## src/sv/itf_pkg.sv

```systemverilog
package itf_pkg;

	// ascii codes used by the formatter
	localparam logic [7:0] CH_SPACE = 8'h20;
	localparam logic [7:0] CH_PLUS  = 8'h2B;
	localparam logic [7:0] CH_MINUS = 8'h2D;
	localparam logic [7:0] CH_ZERO  = 8'h30;
	localparam logic [7:0] CH_UPPER_A = 8'h41;
	localparam logic [7:0] CH_LOWER_A = 8'h61;

	// radix limits and the digit whose glyph is the hex prefix letter
	localparam logic [5:0] BASE_MIN = 6'd2;
	localparam logic [5:0] BASE_MAX = 6'd36;
	localparam logic [5:0] BASE_OCT = 6'd8;
	localparam logic [5:0] BASE_HEX = 6'd16;
	localparam logic [5:0] DIGIT_X  = 6'd33;
	localparam logic [5:0] DEC_DIGITS = 6'd10;

	typedef struct packed {
		logic [63:0] value;
		logic [5:0]  base;
		logic [6:0]  width;
		logic [6:0]  precision;
		logic        zero_pad;
		logic        signed_mode;
		logic        plus_sign;
		logic        space_sign;
		logic        left_justify;
		logic        alt_prefix;
		logic        lower_case;
		logic [6:0]  length_limit;
	} in_item_t;

	typedef struct packed {
		logic [7:0] out_char;
		logic       char_valid;
		logic       last;
		logic       bad_base;
	} out_item_t;

	// divider control and status
	typedef struct packed {
		logic start;
		logic load;
	} div_cmd_t;

	typedef struct packed {
		logic       done;
		logic [5:0] digit;
		logic       quot_zero;
	} div_stat_t;

	// digit value to its glyph in the selected letter case
	function automatic logic [7:0] digit_char(input logic [5:0] d, input logic lower);
		logic [7:0] c;
		if (d < DEC_DIGITS) begin
			c = CH_ZERO + {2'b00, d};
		end else begin
			c = (lower ? CH_LOWER_A : CH_UPPER_A) + {2'b00, d} - {2'b00, DEC_DIGITS};
		end
		return c;
	endfunction

endpackage

```

## src/sv/itf_div.sv

```systemverilog
module itf_div #(
	parameter int VALUE_BITS = 64
) (
	input  logic                    clk,
	input  logic                    arst_n,
	input  itf_pkg::div_cmd_t       cmd,
	input  logic [VALUE_BITS-1:0]   value,
	input  logic [5:0]              base,
	output itf_pkg::div_stat_t      stat
);

	localparam int DW    = ((VALUE_BITS + 7) / 8) * 8;
	localparam int STEPS = DW / 8;
	localparam int SW    = (STEPS > 1) ? $clog2(STEPS) : 1;
	localparam logic [SW-1:0] LAST_STEP = SW'(STEPS - 1);

	logic [DW-1:0] work_q;
	logic [5:0]    rem_q;
	logic [SW-1:0] step_q;
	logic          busy_q;
	logic          done_q;

	logic [DW-1:0] work_n;
	logic [5:0]    rem_n;
	logic [6:0]    trial;

	// eight restoring divide steps: dividend bits leave the top, quotient bits enter the bottom
	always_comb begin
		work_n = work_q;
		rem_n  = rem_q;
		trial  = '0;
		for (int i = 0; i < 8; i++) begin
			trial  = {rem_n, work_n[DW-1]};
			work_n = {work_n[DW-2:0], 1'b0};
			if (trial >= {1'b0, base}) begin
				trial     = trial - {1'b0, base};
				work_n[0] = 1'b1;
			end
			rem_n = trial[5:0];
		end
	end

	// sequencer control
	always_ff @(posedge clk or negedge arst_n) begin
		if (!arst_n) begin
			busy_q <= 1'b0;
			done_q <= 1'b0;
			step_q <= '0;
		end else begin
			done_q <= 1'b0;
			if (cmd.start) begin
				busy_q <= 1'b1;
				step_q <= '0;
			end else if (busy_q) begin
				step_q <= step_q + 1'b1;
				if (step_q == LAST_STEP) begin
					busy_q <= 1'b0;
					done_q <= 1'b1;
				end
			end
		end
	end

	// working dividend and partial remainder
	always_ff @(posedge clk) begin
		if (cmd.start) begin
			if (cmd.load) begin
				work_q <= DW'(value);
			end
			rem_q <= '0;
		end else if (busy_q) begin
			work_q <= work_n;
			rem_q  <= rem_n;
		end
	end

	assign stat.done      = done_q;
	assign stat.digit     = rem_q;
	assign stat.quot_zero = ~|work_q;

endmodule

```

## src/sv/integer_to_text_formatter.sv

```systemverilog
// flow: the item is accepted, its digits are produced one at a time by the single divider,
// S_PLAN and S_BOUND lay out the field, then one character per cycle while the output register can be loaded.
// throughput: one item at a time; the next item is taken once the final result of the
// previous one is loaded into the output register.
// reset: asynchronous, active low; clears the sequencer, divider control and output valid.
module integer_to_text_formatter #(
	parameter int MAX_CHARS  = 64,
	parameter int VALUE_BITS = 64
) (
	input  logic                 clk,
	input  logic                 arst_n,
	input  logic                 in_valid,
	output logic                 in_ready,
	input  itf_pkg::in_item_t    in_item,
	output logic                 out_valid,
	input  logic                 out_ready,
	output itf_pkg::out_item_t   out_item
);

	localparam int LIM_CAP = (MAX_CHARS < 127) ? MAX_CHARS : 127;
	localparam int NDW     = $clog2(VALUE_BITS + 1);

	typedef enum logic [4:0] {
		S_IDLE  = 5'b00001,
		S_DIV   = 5'b00010,
		S_PLAN  = 5'b00100,
		S_BOUND = 5'b01000,
		S_EMIT  = 5'b10000
	} state_t;

	state_t state_q;

	// latched item settings
	logic [5:0] base_q;
	logic [6:0] width_q;
	logic [6:0] prec_q;
	logic       zp_q;
	logic       left_q;
	logic       lower_q;
	logic [6:0] lim_q;
	logic       has_sign_q;
	logic [7:0] sign_char_q;
	logic [1:0] pre_len_q;
	logic       empty_q;
	logic       bad_q;

	// digit stack, most significant digit ends on top
	logic [5:0]     digits_q [VALUE_BITS];
	logic [NDW-1:0] nd_q;

	// layout of the field
	logic [6:0] lead_q, mid_q, trail_q, zeros_q;
	logic [8:0] b1_q, b2_q, b3_q, b5_q, b6_q;
	logic [6:0] total_q;
	logic [6:0] idx_q;

	logic                  out_valid_q;
	itf_pkg::out_item_t    out_item_q;

	// accept side
	logic                  accept;
	logic                  bad_c;
	logic [VALUE_BITS-1:0] raw_c;
	logic                  neg_c;
	logic [VALUE_BITS-1:0] mag_c;
	logic [6:0]            lim_c;

	// divider link
	itf_pkg::div_cmd_t  div_cmd;
	itf_pkg::div_stat_t div_stat;
	logic               push;
	logic               pop;

	// planning
	logic [6:0] prec_eff_c;
	logic [7:0] need_c;
	logic [6:0] pad_c;
	logic [8:0] c1, c2, c3, c4, c5, c6, end_c;
	logic [6:0] total_c;

	// emission
	logic       can_load;
	logic [8:0] idx_ext;
	logic [7:0] char_c;

	assign in_ready = (state_q == S_IDLE);
	assign accept   = in_valid && in_ready;
	assign can_load = !out_valid_q || out_ready;

	// input conditioning
	always_comb begin
		bad_c = (in_item.base < itf_pkg::BASE_MIN) || (in_item.base > itf_pkg::BASE_MAX);
		raw_c = in_item.value[VALUE_BITS-1:0];
		neg_c = in_item.signed_mode && raw_c[VALUE_BITS-1];
		mag_c = neg_c ? (VALUE_BITS'(0) - raw_c) : raw_c;
		lim_c = (in_item.length_limit > 7'(LIM_CAP)) ? 7'(LIM_CAP) : in_item.length_limit;
	end

	// divider commands
	assign push          = (state_q == S_DIV) && div_stat.done;
	assign div_cmd.start = (accept && !bad_c) || (push && !div_stat.quot_zero);
	assign div_cmd.load  = accept;

	itf_div #(
		.VALUE_BITS(VALUE_BITS)
	) u_div (
		.clk    (clk),
		.arst_n (arst_n),
		.cmd    (div_cmd),
		.value  (mag_c),
		.base   (base_q),
		.stat   (div_stat)
	);

	// pad and digit counts
	always_comb begin
		prec_eff_c = (prec_q > 7'(nd_q)) ? prec_q : 7'(nd_q);
		need_c     = 8'(has_sign_q) + 8'(pre_len_q) + 8'(prec_eff_c);
		pad_c      = ({1'b0, width_q} > need_c) ? 7'({1'b0, width_q} - need_c) : 7'd0;
	end

	// running boundaries of the field sections
	always_comb begin
		c1      = 9'(lead_q);
		c2      = c1 + 9'(has_sign_q);
		c3      = c2 + 9'(pre_len_q);
		c4      = c3 + 9'(mid_q);
		c5      = c4 + 9'(zeros_q);
		c6      = c5 + 9'(nd_q);
		end_c   = c6 + 9'(trail_q);
		total_c = (end_c > 9'(lim_q)) ? lim_q : 7'(end_c);
	end

	// character at the current position
	always_comb begin
		idx_ext = 9'(idx_q);
		pop     = 1'b0;
		if (idx_ext < b1_q) begin
			char_c = itf_pkg::CH_SPACE;
		end else if (idx_ext < b2_q) begin
			char_c = sign_char_q;
		end else if (idx_ext < b3_q) begin
			char_c = (idx_ext == b2_q) ? itf_pkg::CH_ZERO
			                           : itf_pkg::digit_char(itf_pkg::DIGIT_X, lower_q);
		end else if (idx_ext < b5_q) begin
			char_c = itf_pkg::CH_ZERO;
		end else if (idx_ext < b6_q) begin
			char_c = itf_pkg::digit_char(digits_q[0], lower_q);
			pop    = (state_q == S_EMIT) && can_load && !empty_q;
		end else begin
			char_c = itf_pkg::CH_SPACE;
		end
	end

	// sequencer
	always_ff @(posedge clk or negedge arst_n) begin
		if (!arst_n) begin
			state_q     <= S_IDLE;
			out_valid_q <= 1'b0;
		end else begin
			if (out_valid_q && out_ready) begin
				out_valid_q <= 1'b0;
			end
			case (state_q)
				S_IDLE: begin
					if (accept) begin
						state_q <= bad_c ? S_EMIT : S_DIV;
					end
				end
				S_DIV: begin
					if (push && div_stat.quot_zero) begin
						state_q <= S_PLAN;
					end
				end
				S_PLAN: begin
					state_q <= S_BOUND;
				end
				S_BOUND: begin
					state_q <= S_EMIT;
				end
				S_EMIT: begin
					if (can_load) begin
						out_valid_q <= 1'b1;
						if (empty_q || (7'(idx_q + 1'b1) == total_q)) begin
							state_q <= S_IDLE;
						end
					end
				end
				default: begin
					state_q <= S_IDLE;
				end
			endcase
		end
	end

	// item settings, layout and output payload
	always_ff @(posedge clk) begin
		if (accept) begin
			base_q      <= in_item.base;
			width_q     <= in_item.width;
			prec_q      <= in_item.precision;
			zp_q        <= in_item.zero_pad && !in_item.left_justify;
			left_q      <= in_item.left_justify;
			lower_q     <= in_item.lower_case;
			lim_q       <= lim_c;
			has_sign_q  <= neg_c || in_item.plus_sign || in_item.space_sign;
			sign_char_q <= neg_c ? itf_pkg::CH_MINUS
			             : (in_item.plus_sign ? itf_pkg::CH_PLUS : itf_pkg::CH_SPACE);
			pre_len_q   <= !in_item.alt_prefix ? 2'd0
			             : (in_item.base == itf_pkg::BASE_HEX) ? 2'd2
			             : (in_item.base == itf_pkg::BASE_OCT) ? 2'd1 : 2'd0;
			empty_q     <= bad_c;
			bad_q       <= bad_c;
			nd_q        <= '0;
			idx_q       <= '0;
		end
		if (push) begin
			nd_q <= nd_q + 1'b1;
		end
		if (state_q == S_PLAN) begin
			lead_q  <= (!zp_q && !left_q) ? pad_c : 7'd0;
			mid_q   <= zp_q ? pad_c : 7'd0;
			trail_q <= left_q ? pad_c : 7'd0;
			zeros_q <= prec_eff_c - 7'(nd_q);
		end
		if (state_q == S_BOUND) begin
			b1_q    <= c1;
			b2_q    <= c2;
			b3_q    <= c3;
			b5_q    <= c5;
			b6_q    <= c6;
			total_q <= total_c;
			empty_q <= (total_c == 7'd0);
		end
		if ((state_q == S_EMIT) && can_load) begin
			if (empty_q) begin
				out_item_q.out_char   <= 8'd0;
				out_item_q.char_valid <= 1'b0;
				out_item_q.last       <= 1'b1;
				out_item_q.bad_base   <= bad_q;
			end else begin
				out_item_q.out_char   <= char_c;
				out_item_q.char_valid <= 1'b1;
				out_item_q.last       <= (7'(idx_q + 1'b1) == total_q);
				out_item_q.bad_base   <= 1'b0;
				idx_q                 <= idx_q + 1'b1;
			end
		end
	end

	// digit stack: push shifts up, pop shifts down
	always_ff @(posedge clk) begin
		if (push) begin
			digits_q[0] <= div_stat.digit;
			for (int i = 1; i < VALUE_BITS; i++) begin
				digits_q[i] <= digits_q[i-1];
			end
		end else if (pop) begin
			for (int i = 0; i < VALUE_BITS - 1; i++) begin
				digits_q[i] <= digits_q[i+1];
			end
		end
	end

	assign out_valid = out_valid_q;
	assign out_item  = out_item_q;

endmodule

```

## config.mk

```make
export PLATFORM = sky130hd
export DESIGN_NAME = integer_to_text_formatter
export DESIGN_NICKNAME = d
export VERILOG_FILES = /design/src/sv/itf_pkg.sv /design/src/sv/itf_div.sv /design/src/sv/integer_to_text_formatter.sv
export SDC_FILE = /design/constraint.sdc
export NUM_CORES = 1
export LEC_CHECK = 0
export ABC_AREA = 0
export BUFFER_PORTS_ARGS = -buffer_cell sky130_fd_sc_hd__buf_2
export CAP_MARGIN = 20
export CORE_UTILIZATION = 48
export CTS_CLUSTER_DIAMETER = 120
export DETAILED_ROUTE_END_ITERATION = 8
export GPL_ROUTABILITY_DRIVEN = 0
export PLACE_DENSITY_LB_ADDON = 0.1
export SYNTH_ARGS = -nofsm -noshare
export SYNTH_HDL_FRONTEND = slang
export SYNTH_SLANG_ARGS = --single-unit
```

## constraint.sdc

```tcl
create_clock -name clk -period 15.4 [get_ports clk]
set_input_delay 1.54 -clock clk [delete_from_list [all_inputs] [get_ports clk]]
set_output_delay 1.54 -clock clk [all_outputs]
set_load 0.02 [all_outputs]
```

; Word-level counts from Yosys, hierarchy flattened
; Memories as Yosys holds them, arrays and structs flattened.
; Index checks and enable logic that the tools add are counted.
[classes]
add_sub_neg = 27
n_lt_le_gt_ge = 20
n_eq_ne = 15
mux = 132
bitwise_logic = 64
reduce_logical = 33
[ops]
columns = cell, count
row1 = 6-bit 2-to-1 mux, 73
row2 = 64-bit 2-to-1 mux, 4
row3 = 64-bit OR reduction, 1
row4 = "1-bit by 64-bit subtractor with 64-bit output, first input constant", 1
row5 = 1-bit bitwise OR, 63
row6 = 7-bit by 6-bit >= comparator with 1-bit output, 8
row7 = 7-bit 2-to-1 mux, 8
row8 = 8-bit 2-to-1 mux, 6
row9 = 6-bit subtractor, 8
row10 = 9-bit by 7-bit adder with 9-bit output, 4
row11 = 7-bit by 9-bit less-than comparator with 1-bit output, 4
row12 = 1-bit 2-to-1 mux, 30
row13 = 5-bit 2-to-1 mux, 5
row14 = 5-bit one-hot mux with 5 select lines, 1
row15 = "8-bit by 4-bit subtractor with 8-bit output, second input constant", 2
row16 = "7-bit by 1-bit adder with 7-bit output, second input constant", 2
row17 = 7-bit subtractor, 2
row18 = 1-bit logical AND, 11
row19 = 8-bit by 2-bit adder with 9-bit output, 1
row20 = 7-bit by 9-bit == test with 1-bit output, 1
row21 = 9-bit by 7-bit greater-than comparator with 1-bit output, 1
row22 = 3-bit 2-to-1 mux, 3
row23 = 3-bit by 7-bit adder with 8-bit output, 1
row24 = 7-bit by 1-bit adder with 8-bit output, 1
row25 = 33 further kinds, 50
[word_totals]
register_bits = 227
ramBits = 384
inputBits = 102
output_inout_bits = 13
wordCells = 329
n_memories = 1
[memory_table]
columns = name, words, word_bits, rd, rd_clocked_by_memory_dff, wr, line_no
row1 = digits_q, 64, 6, 64, 0, 64, integer_to_text_formatter.sv:48  ; logic [5:0] digits_q [VALUE_BITS];

; Longest topological paths before layout
; Gate-level depths: netlist of the first run.
[logic_depth]
depth_word = 18
depth_mapped = 84
depth_no_buf = 78

; Cells and area by module
; From an unflattened synthesis of the first run, not the netlist that was laid out.
[unflattened]
cells_unflattened = 2758
hier_area_um2 = 32651.3
[modules_own_cells]
columns = module, instances, cells_each, area_per_inst_um2, seq_area_each_um2
row1 = integer_to_text_formatter, 1, 2182, 26497.9, 15816.4
row2 = itf_div, 1, 576, 6153.4, 2167.1

; Worst setup path before layout of the first run
; Ideal clock, no wire load.
[synth_timing]
path_type = flip-flop to flip-flop
from = register base_q[1]
to = register u_div.rem_q[1]
setup_ns = 0.121
arrival_time_ns = 16.492
t_required_ns = 15.279
setup_slack_ns = -1.213
stages_incl_launch_ff = 81
period_less_slack_ns = 16.613
path_cell_list = edfxtp_1 > inv_1 > ha_1 > a21oi_1 > nand2_1 > o21ai_2 > nand2_1 > and2_1 > or2_2 > inv_1 > ha_1 > nor2b_4 > o31a_1 > o31a_1 > a311o_1 > or2_1 > buf_6 > o21ai_0 > [45 not listed] > nand2b_1 > a21o_1 > a21o_1 > a211oi_1 > inv_1 > a221oi_4 > mux2i_1 > ha_1 > a21o_1 > a21o_1 > a21o_1 > a21o_1 > a211oi_1 > o31a_1 > o221a_4 > buf_8 > mux2i_1 > a21oi_1
[synth_via]
elab_chain_cells = 16
elab_cells_between_ends = 24
cone_classes = 8 x add/sub / 8 x order compare / 8 x mux
[synth_rtl]
columns = item, line_no
row1 = "start, declared", integer_to_text_formatter.sv:34  ; logic [5:0] base_q;
row2 = "start signal, assigned", integer_to_text_formatter.sv:199  ; base_q <= in_item.base;
row3 = 6-bit subtractor or 7-bit by 6-bit >= comparator with 1-bit output (tied branches), "itf_div.sv:36, itf_div.sv:35"
row4 = 6-bit 2-to-1 mux, itf_div.sv:35  ; if (trial >= {1'b0, base}) begin
row5 = 6-bit subtractor or 7-bit by 6-bit >= comparator with 1-bit output (tied branches), "itf_div.sv:36, itf_div.sv:35"
row6 = 6-bit 2-to-1 mux, itf_div.sv:35
row7 = 6-bit subtractor or 7-bit by 6-bit >= comparator with 1-bit output (tied branches), "itf_div.sv:36, itf_div.sv:35"
row8 = 6-bit 2-to-1 mux, itf_div.sv:35
row9 = 6-bit subtractor or 7-bit by 6-bit >= comparator with 1-bit output (tied branches), "itf_div.sv:36, itf_div.sv:35"
row10 = 6-bit 2-to-1 mux, itf_div.sv:35
row11 = 6-bit subtractor or 7-bit by 6-bit >= comparator with 1-bit output (tied branches), "itf_div.sv:36, itf_div.sv:35"
row12 = 6-bit 2-to-1 mux, itf_div.sv:35
row13 = 7-bit by 6-bit >= comparator with 1-bit output or 6-bit subtractor (tied branches), "itf_div.sv:35, itf_div.sv:36"
row14 = 6-bit 2-to-1 mux, itf_div.sv:35
row15 = 7-bit by 6-bit >= comparator with 1-bit output or 6-bit subtractor (tied branches), "itf_div.sv:35, itf_div.sv:36"
row16 = 6-bit 2-to-1 mux, itf_div.sv:35
row17 = 6-bit subtractor or 7-bit by 6-bit >= comparator with 1-bit output (tied branches), "itf_div.sv:36, itf_div.sv:35"
row18 = 6-bit 2-to-1 mux *, itf_div.sv:35
row19 = "end signal, assigned", itf_div.sv:73  ; rem_q <= rem_n;
row20 = "end, declared", itf_div.sv:18  ; logic [5:0] rem_q;
; Every way passes the cells marked *; elsewhere a longest branch is shown, timed or not.
; A chain may end at the register's enable or synchronous reset.

; Worst setup path after layout of the first run
[layout_timing]
from = register base_q[3]
to = register u_div.rem_q[1]
[layout_via]
elab_chain_cells = 16
elab_cells_between_ends = 24
cone_classes = 8 x add/sub / 8 x order compare / 8 x mux
[layout_rtl]
columns = item, line_no
row1 = 6-bit subtractor or 7-bit by 6-bit >= comparator with 1-bit output (tied branches), "itf_div.sv:36, itf_div.sv:35"
row2 = 6-bit 2-to-1 mux, itf_div.sv:35
row3 = 6-bit subtractor or 7-bit by 6-bit >= comparator with 1-bit output (tied branches), "itf_div.sv:36, itf_div.sv:35"
row4 = 6-bit 2-to-1 mux, itf_div.sv:35
row5 = 6-bit subtractor or 7-bit by 6-bit >= comparator with 1-bit output (tied branches), "itf_div.sv:36, itf_div.sv:35"
row6 = 6-bit 2-to-1 mux, itf_div.sv:35
row7 = 7-bit by 6-bit >= comparator with 1-bit output or 6-bit subtractor (tied branches), "itf_div.sv:35, itf_div.sv:36"
row8 = 6-bit 2-to-1 mux, itf_div.sv:35
row9 = 6-bit subtractor or 7-bit by 6-bit >= comparator with 1-bit output (tied branches), "itf_div.sv:36, itf_div.sv:35"
row10 = 6-bit 2-to-1 mux, itf_div.sv:35
row11 = 6-bit subtractor or 7-bit by 6-bit >= comparator with 1-bit output (tied branches), "itf_div.sv:36, itf_div.sv:35"
row12 = 6-bit 2-to-1 mux, itf_div.sv:35
row13 = 7-bit by 6-bit >= comparator with 1-bit output or 6-bit subtractor (tied branches), "itf_div.sv:35, itf_div.sv:36"
row14 = 6-bit 2-to-1 mux, itf_div.sv:35
row15 = 6-bit subtractor or 7-bit by 6-bit >= comparator with 1-bit output (tied branches), "itf_div.sv:36, itf_div.sv:35"
row16 = 6-bit 2-to-1 mux *, itf_div.sv:35
; Marks and branches as above.

==> results of run 1 <==
-- area by class of cell --
class	count	area [sq um]
Tap cell	864	1080
Clock inverter	37	379
Inverter	157	597
Fill cell	5636	29100
Sequential cell	605	18000
Timing Repair Buffer	209	1340
Multi-Input combinational cell	1973	13700
Clock buffer	91	1860
-- synthesized netlist by cell type, types with 8 or more instances --
cell and count:
nand2_1 645, o21a_1 15, dfxtp_1 13, buf_2 17, dfrtp_1 10, and3_1 17
fa_1 24, ha_1 146, nand3_1 25, nor3_1 24, a211oi_1 9, o21bai_1 9
mux2_2 214, o31ai_1 11, inv_1 156, or3_1 16, nor4_1 34, a31oi_1 8
xnor2_1 87, nor2b_1 39, a21oi_1 110, nand4_1 18, mux2i_1 24, o21ai_0 122
and2_1 8, edfxtp_1 581, nor2_1 136, a21o_1 46, xor2_1 55, clkbuf_1 69
nand2b_1 24
-- placed cells by master, fill, tap and decap left out, types with 88 or more instances in the layout --
cell type,synthesis,layout
a21oi_1,110,108
inv_1,156,145
o21ai_0,122,115
nand2_1,645,638
buf_2,17,114
ha_1,146,129
buf_4,4,88
edfxtp_1,581,581
mux2_2,214,211
nor2_1,136,130
-- timing repair --
| action | CTS | global route |
|---|---|---|
| pin swaps | 13 | 55 |
| endpoints found under the setup margin | 7 | 7 |
| setup buffers | 10 | 30 |
| resized for setup | 14 | 62 |
-- worst reg2reg max path: cells and delay by family, from the launching register on --
family	cells	cell delay [ns]
AO/OA/AOI/OAI	37	7.87
AND/OR/NAND/NOR	18	2.86
adder cells (fa/ha/maj)	8	1.83
multiplexers	5	1.33
buffers and inverters	7	0.58
flip-flops	1	0.38
-- through the flow --
step            util  hold slack, ns  cell area (sq um)  std cells
6_report       0.559           0.454              37000       3936
5_1_grt        0.559           0.472              37000       3936
4_1_cts        0.550           0.449              36400       3905
3_5_place_dp   0.514           0.438              34000       3767
3_3_place_gp   0.514           0.439              34000       3767
2_1_floorplan      -           0.426              32300       2832
-- logic make-up after synthesis --
group,after synthesis,share of synthesized area
and+or+nand+nor,1024,0.138
buffers and inverters,254,0.0316
DFF,605,0.559
AOI/OAI and AO/OA,398,0.0784
muxes,238,0.0824
other,1,0.000117
adders and majority gates,170,0.0717
xor gates and xnor gates,142,0.0387
-- path summary, 6_finish.rpt --
check	from	to
setup / recovery	base_q[3]	u_div.rem_q[1]
hold / removal	digits_q[62][0]	digits_q[63][0]
setup reg to reg	base_q[3]	u_div.rem_q[1]
hold reg to reg	digits_q[62][0]	digits_q[63][0]
max in group asynchronous	arst_n	state_q[0]
min in group asynchronous	arst_n	state_q[1]
-- flip-flops by register name, indices dropped and copies added (netlist names), 8 cells and up --
register      cells
b2_q              8
b5_q              9
out_item         11
b3_q              9
b6_q              9
digits_q        384
u_div.work_q     64
-- routing by layer --
layer	vias up	track usage	part of all wire
met4	0	0.0705	0.027
met5	-	0	0
li1	10500	-	-
met2	504	0.319	0.46
met1	10400	0.282	0.46
met3	134	0.0295	0.048
==> flow_summary.ini, run 1 <==
[die]
die_w_um = 261
coreArea_sq_mm = 0.0661
io_pins = 115
die_h_um = 261
num_rows = 94
initial_core_util = 0.487
die-area_sq_mm = 0.0681

[critical_path]
crit_arrival_ns = 15.47
criticalPathCategory = reg -> reg
worstPathRequired_ns = 15.85
critPathTopFamily = compound AO/OA/AOI/OAI gates
path_common_cell = a21o_1
cp_slowest_cell = or3_4
startpoint_type = flop
worst_r2r_path_depth = 75
rrSetupSlack_ns = 0.38
critical_path.max_stage_delay_ns = 0.39
path_buf_inv = 7
cp_max_fo = 8
cp-end-kind = flop
cp.depth = 75

[sta]
final_max_slew_viol_count = 0
clock_skew_ns = 0.0222
post-route-period-util = 0.975
fmax_mhz = 66.6
finalWorstSetupSlack_ns = 0.382
fin_crit_ns = 15.02
relSlewSlack = 0.271
tightestPinTransition_ns = 1.09
setup_violations = 0
finalSetupTns_ns = 0
rsz0062_at_grt = yes
finalHoldViolCount = 0

[drt]
drc = 3
dr.pass1.iters = 7
postRouteAntennaNets = 0
avgViaCountPerCell = 5.46
drt_iter0_drc = 1884
routed_wl_mm = 69.3
vias = 21500
routedWlPerCell_um = 17.6

[clock_network]
path_clk_slew_ns = 0.06
clk_latency_ns = 0.60
cts_sinks = 605
root_buffer = clkbuf_16
holdBufCountCts = 0
htree_num_levels = 3
cts_buffers = 70
clockBufferDepth = 3
cts_tree = done

[place]
dp.final_hpwl_mm = 47.6
dp_slack_ns = -0.304
port_buffers = 114

[logic_synthesis]
synthArstFlopShare = 0.0182
ys_seq_elements = 605
synth_nets = 3104
synth_cells = 2832
synth_edf_count = 581
synth_top_area_cell = edfxtp_1
synth_cell_types = 84
yosysSeqAreaShare = 0.559
syn_avg_cell_area_sq_um = 11.4
synth_flop_cell = edfxtp_1
yosys-top-cells-area = edfxtp_1 (54%), nand2_1 (7.5%), mux2_2 (7.5%), ha_1 (5.7%), xnor2_1 (2.4%)
synth_area_sq_mm = 0.0322
ys.warnings.count = 0
synth_top_area_share = 0.542

[final_layout]
layout.nets = 3288
syn_to_final_growth_pct = 14.9
drive_gt1_frac = 0.203
antenna_cells = 0

[global_routing]
grt_pass1_wl_mm = 109
grt_pass1_vias = 21000
gr-total-overflow = 0
antenna_found_initial = 0
grtUsageTotal = 0.201
grt_max_degree = 160

[run_status]
status = complete, but fails checks
violations = design-rule violations

[worst_hold_path]
min_path_type = reg -> reg
hold_depth = 0

[job]
drv_cap = 0
Power of run 1 is not shown: default switching activity piles up to over one toggle a cycle in this logic, so the estimate is an artifact.
==> run 2, diff against run 1 <==
--- a/config.mk
+++ b/config.mk
@@ -5,7 +5,7 @@
 export SDC_FILE = /design/constraint.sdc
 export NUM_CORES = 1
 export LEC_CHECK = 0
-export ABC_AREA = 0
+export ABC_AREA = 1
 export BUFFER_PORTS_ARGS = -buffer_cell sky130_fd_sc_hd__buf_2
 export CAP_MARGIN = 20
 export CORE_UTILIZATION = 48
==> run 2 against run 1 <==
Against the previous run: the flow now finishes without violations; count of clock-buffer cells in the layout fell by 2; synthesized cell count rose by 19%; clock skew rose by 0.0032 ns; setup slack improved by 0.83 ns; critical endpoint is now u_div.rem_q[2]; sequential cell count did not move; highest routed layer is now met5; via count rose by 7.3%; critical path type unchanged; area after synthesis rose by 0.16%.
==> flow_summary.ini, run 2 <==
[run_status]
status = completed

[clock_network]
clk_latency_ns = 0.60
holdBufCountCts = 0
htree_num_levels = 3
cts_buffers = 70
cts_tree = done
clockBufferDepth = 3
cts_resized = 0
post-cts-setup-buffers = 0
root_buffer = clkbuf_16
cts_sinks = 605
path_clk_slew_ns = 0.06

[sta]
post-route-period-util = 0.922
final_max_slew_viol_count = 0
clock_skew_ns = 0.0254
fin_crit_ns = 14.19
fmax_mhz = 70.5
rsz0062_at_grt = no
finalHoldViolCount = 0
relSlewSlack = 0.322
setup_violations = 0
tightestPinTransition_ns = 1.02
finalSetupTns_ns = 0

[logic_synthesis]
yosysSeqAreaShare = 0.558
synth_top_area_cell = edfxtp_1
synthArstFlopShare = 0.0182
synth_cell_types = 59
yosys-top-cells-area = edfxtp_1 (54%), nand2_1 (10%), ha_1 (5.7%), inv_1 (5.0%), o21ai_0 (4.3%)
synth_flop_cell = edfxtp_1
synth_cells = 3370
synth_area_sq_mm = 0.0322
ys_seq_elements = 605
yosysMostFrequentCell = nand2_1
synth_nets = 3642
synth_commonest_cells = nand2_1 (857), edfxtp_1 (581), inv_1 (425)
syn_avg_cell_area_sq_um = 9.56
ys.warnings.count = 0
synth_edf_count = 581
synth_top_area_share = 0.541

[final_layout]
largest-register = digits_q
register_area_sq_mm = 0.0180
antenna_cells = 0
layout.nets = 3744
drive_gt1_frac = 0.0857
largest_reg_flops = 384
syn_to_final_growth_pct = 11.5
layout_commonest_cell = nand2_1
final_cell_mix = nand2_1 (855), edfxtp_1 (581), inv_1 (424)
layout.cells.non_filler = 4386
multi_input_area_sq_mm = 0.0123
fill_cells = 5846

[critical_path]
r2r-start = base_q[1]
rrSetupSlack_ns = 1.21
crit_arrival_ns = 14.67
path_common_cell = nand2_1
worstPathRequired_ns = 15.88
cp_slowest_cell = edfxtp_1
reg2reg_to = u_div.rem_q[2]
cp-end-kind = flop
criticalPathCategory = reg -> reg
critical_path.max_stage_delay_ns = 0.66
worst_r2r_path_depth = 86
cp_max_fo = 10
startpoint_type = flop
critPathLaunch = base_q[1]

[worst_hold_path]
min_path_type = reg -> reg
hold_depth = 0
hp-start = digits_q[62][2]
hold-path-endpoint = digits_q[63][2]

[drt]
vias = 23100
drc = 0
routedWlPerCell_um = 15.6
highest_layer = met5
dr.pass1.iters = 7
postRouteAntennaNets = 0
route.met3.wl_mm = 3.60
drt_iter0_drc = 1546
avgViaCountPerCell = 5.26
wl_met2_mm = 31.5
routed_wl_mm = 68.5
wl_met1_mm = 31.2

[die]
coreArea_sq_mm = 0.0661
die_w_um = 261
die_h_um = 261
num_rows = 94
io_pins = 115
initial_core_util = 0.488
die-area_sq_mm = 0.0682

[global_routing]
grtUsageTotal = 0.206
grt_pass1_wl_mm = 114
grt_max_degree = 129
antenna_found_initial = 1
grt_pass1_vias = 22900
gr-total-overflow = 0

[place]
dp.final_hpwl_mm = 48.0
port_buffers = 114
dp_cells = 4261

[job]
drv_cap = 0
-- run 2: cell count changes after synthesis, sizes merged, moves of 24 or more --
cell / delta
a21o: -39
a21oi: +76
clkbuf: +24
inv: +274
mux2: -199
mux2i: -24
nand2: +222
nand2b: -24
nand3: +82
nor2: +156
nor2b: -40
o21ai: +156
xnor2: -43
-- run 2: cell type report --
class	instances	area share
Sequential cell	605	0.500
Multi-Input combinational cell	2228	0.341
Clock buffer	89	0.0522
Inverter	431	0.0451
Tap cell	864	0.0301
Timing Repair Buffer	136	0.0219
Clock inverter	33	0.00888
-- run 2: kinds of logic after synthesis --
| group | count (synthesis) | synth area share |
|---|---|---|
| XOR/XNOR | 119 | 0.0323 |
| multiplexers | 15 | 0.00524 |
| adder cells (fa/ha/maj) | 170 | 0.0716 |
| AND/OR/NAND/NOR | 1394 | 0.183 |
| buffers and inverters | 537 | 0.0626 |
| flip-flops | 605 | 0.558 |
| AO/OA/AOI/OAI | 529 | 0.0870 |
| other | 1 | 0.000116 |
-- run 2: per-layer routing --
metal / GRT usage / vias to the layer above
met3: 0.0346 / 144
met2: 0.333 / 569
met4: 0.0806 / 2
li1: - / 11500
met5: 0 / -
met1: 0.277 / 10800
-- run 2: how the worst max path moves through the flow --
stage	endpoint	slack, ns	cells after the start
2_1_floorplan	digits_q[0][0]	3.29	9
3_3_place_gp	u_div.rem_q[3]	2.26	84
3_5_place_dp	u_div.rem_q[2]	1.41	86
4_1_cts	u_div.rem_q[2]	1.34	86
5_1_grt	u_div.rem_q[3]	0.17	86
6_report	u_div.rem_q[2]	1.21	86
-- run 2: per-stage QoR --
stage | hold WS, ns | setup slack (ns) | utilization | area (sq um)
floorplan | 0.427 | 3.29 | - | 32200
global placement | 0.434 | 2.26 | 0.509 | 33700
detailed placement | 0.438 | 1.41 | 0.509 | 33700
CTS | 0.448 | 1.34 | 0.543 | 35900
global route | 0.451 | 0.168 | 0.544 | 35900
finish | 0.453 | 1.21 | 0.544 | 35900
-- run 2: critical path, delay by kind of cell (launching register included) --
| family | cells | cell delay [ns] |
|---|---|---|
| and+or+nand+nor | 42 | 4.89 |
| AOI/OAI and AO/OA | 23 | 4.33 |
| adders and majority gates | 8 | 2.83 |
| buffers and inverters | 13 | 1.34 |
| DFF | 1 | 0.66 |
Power of run 2 is left out for the same reason.
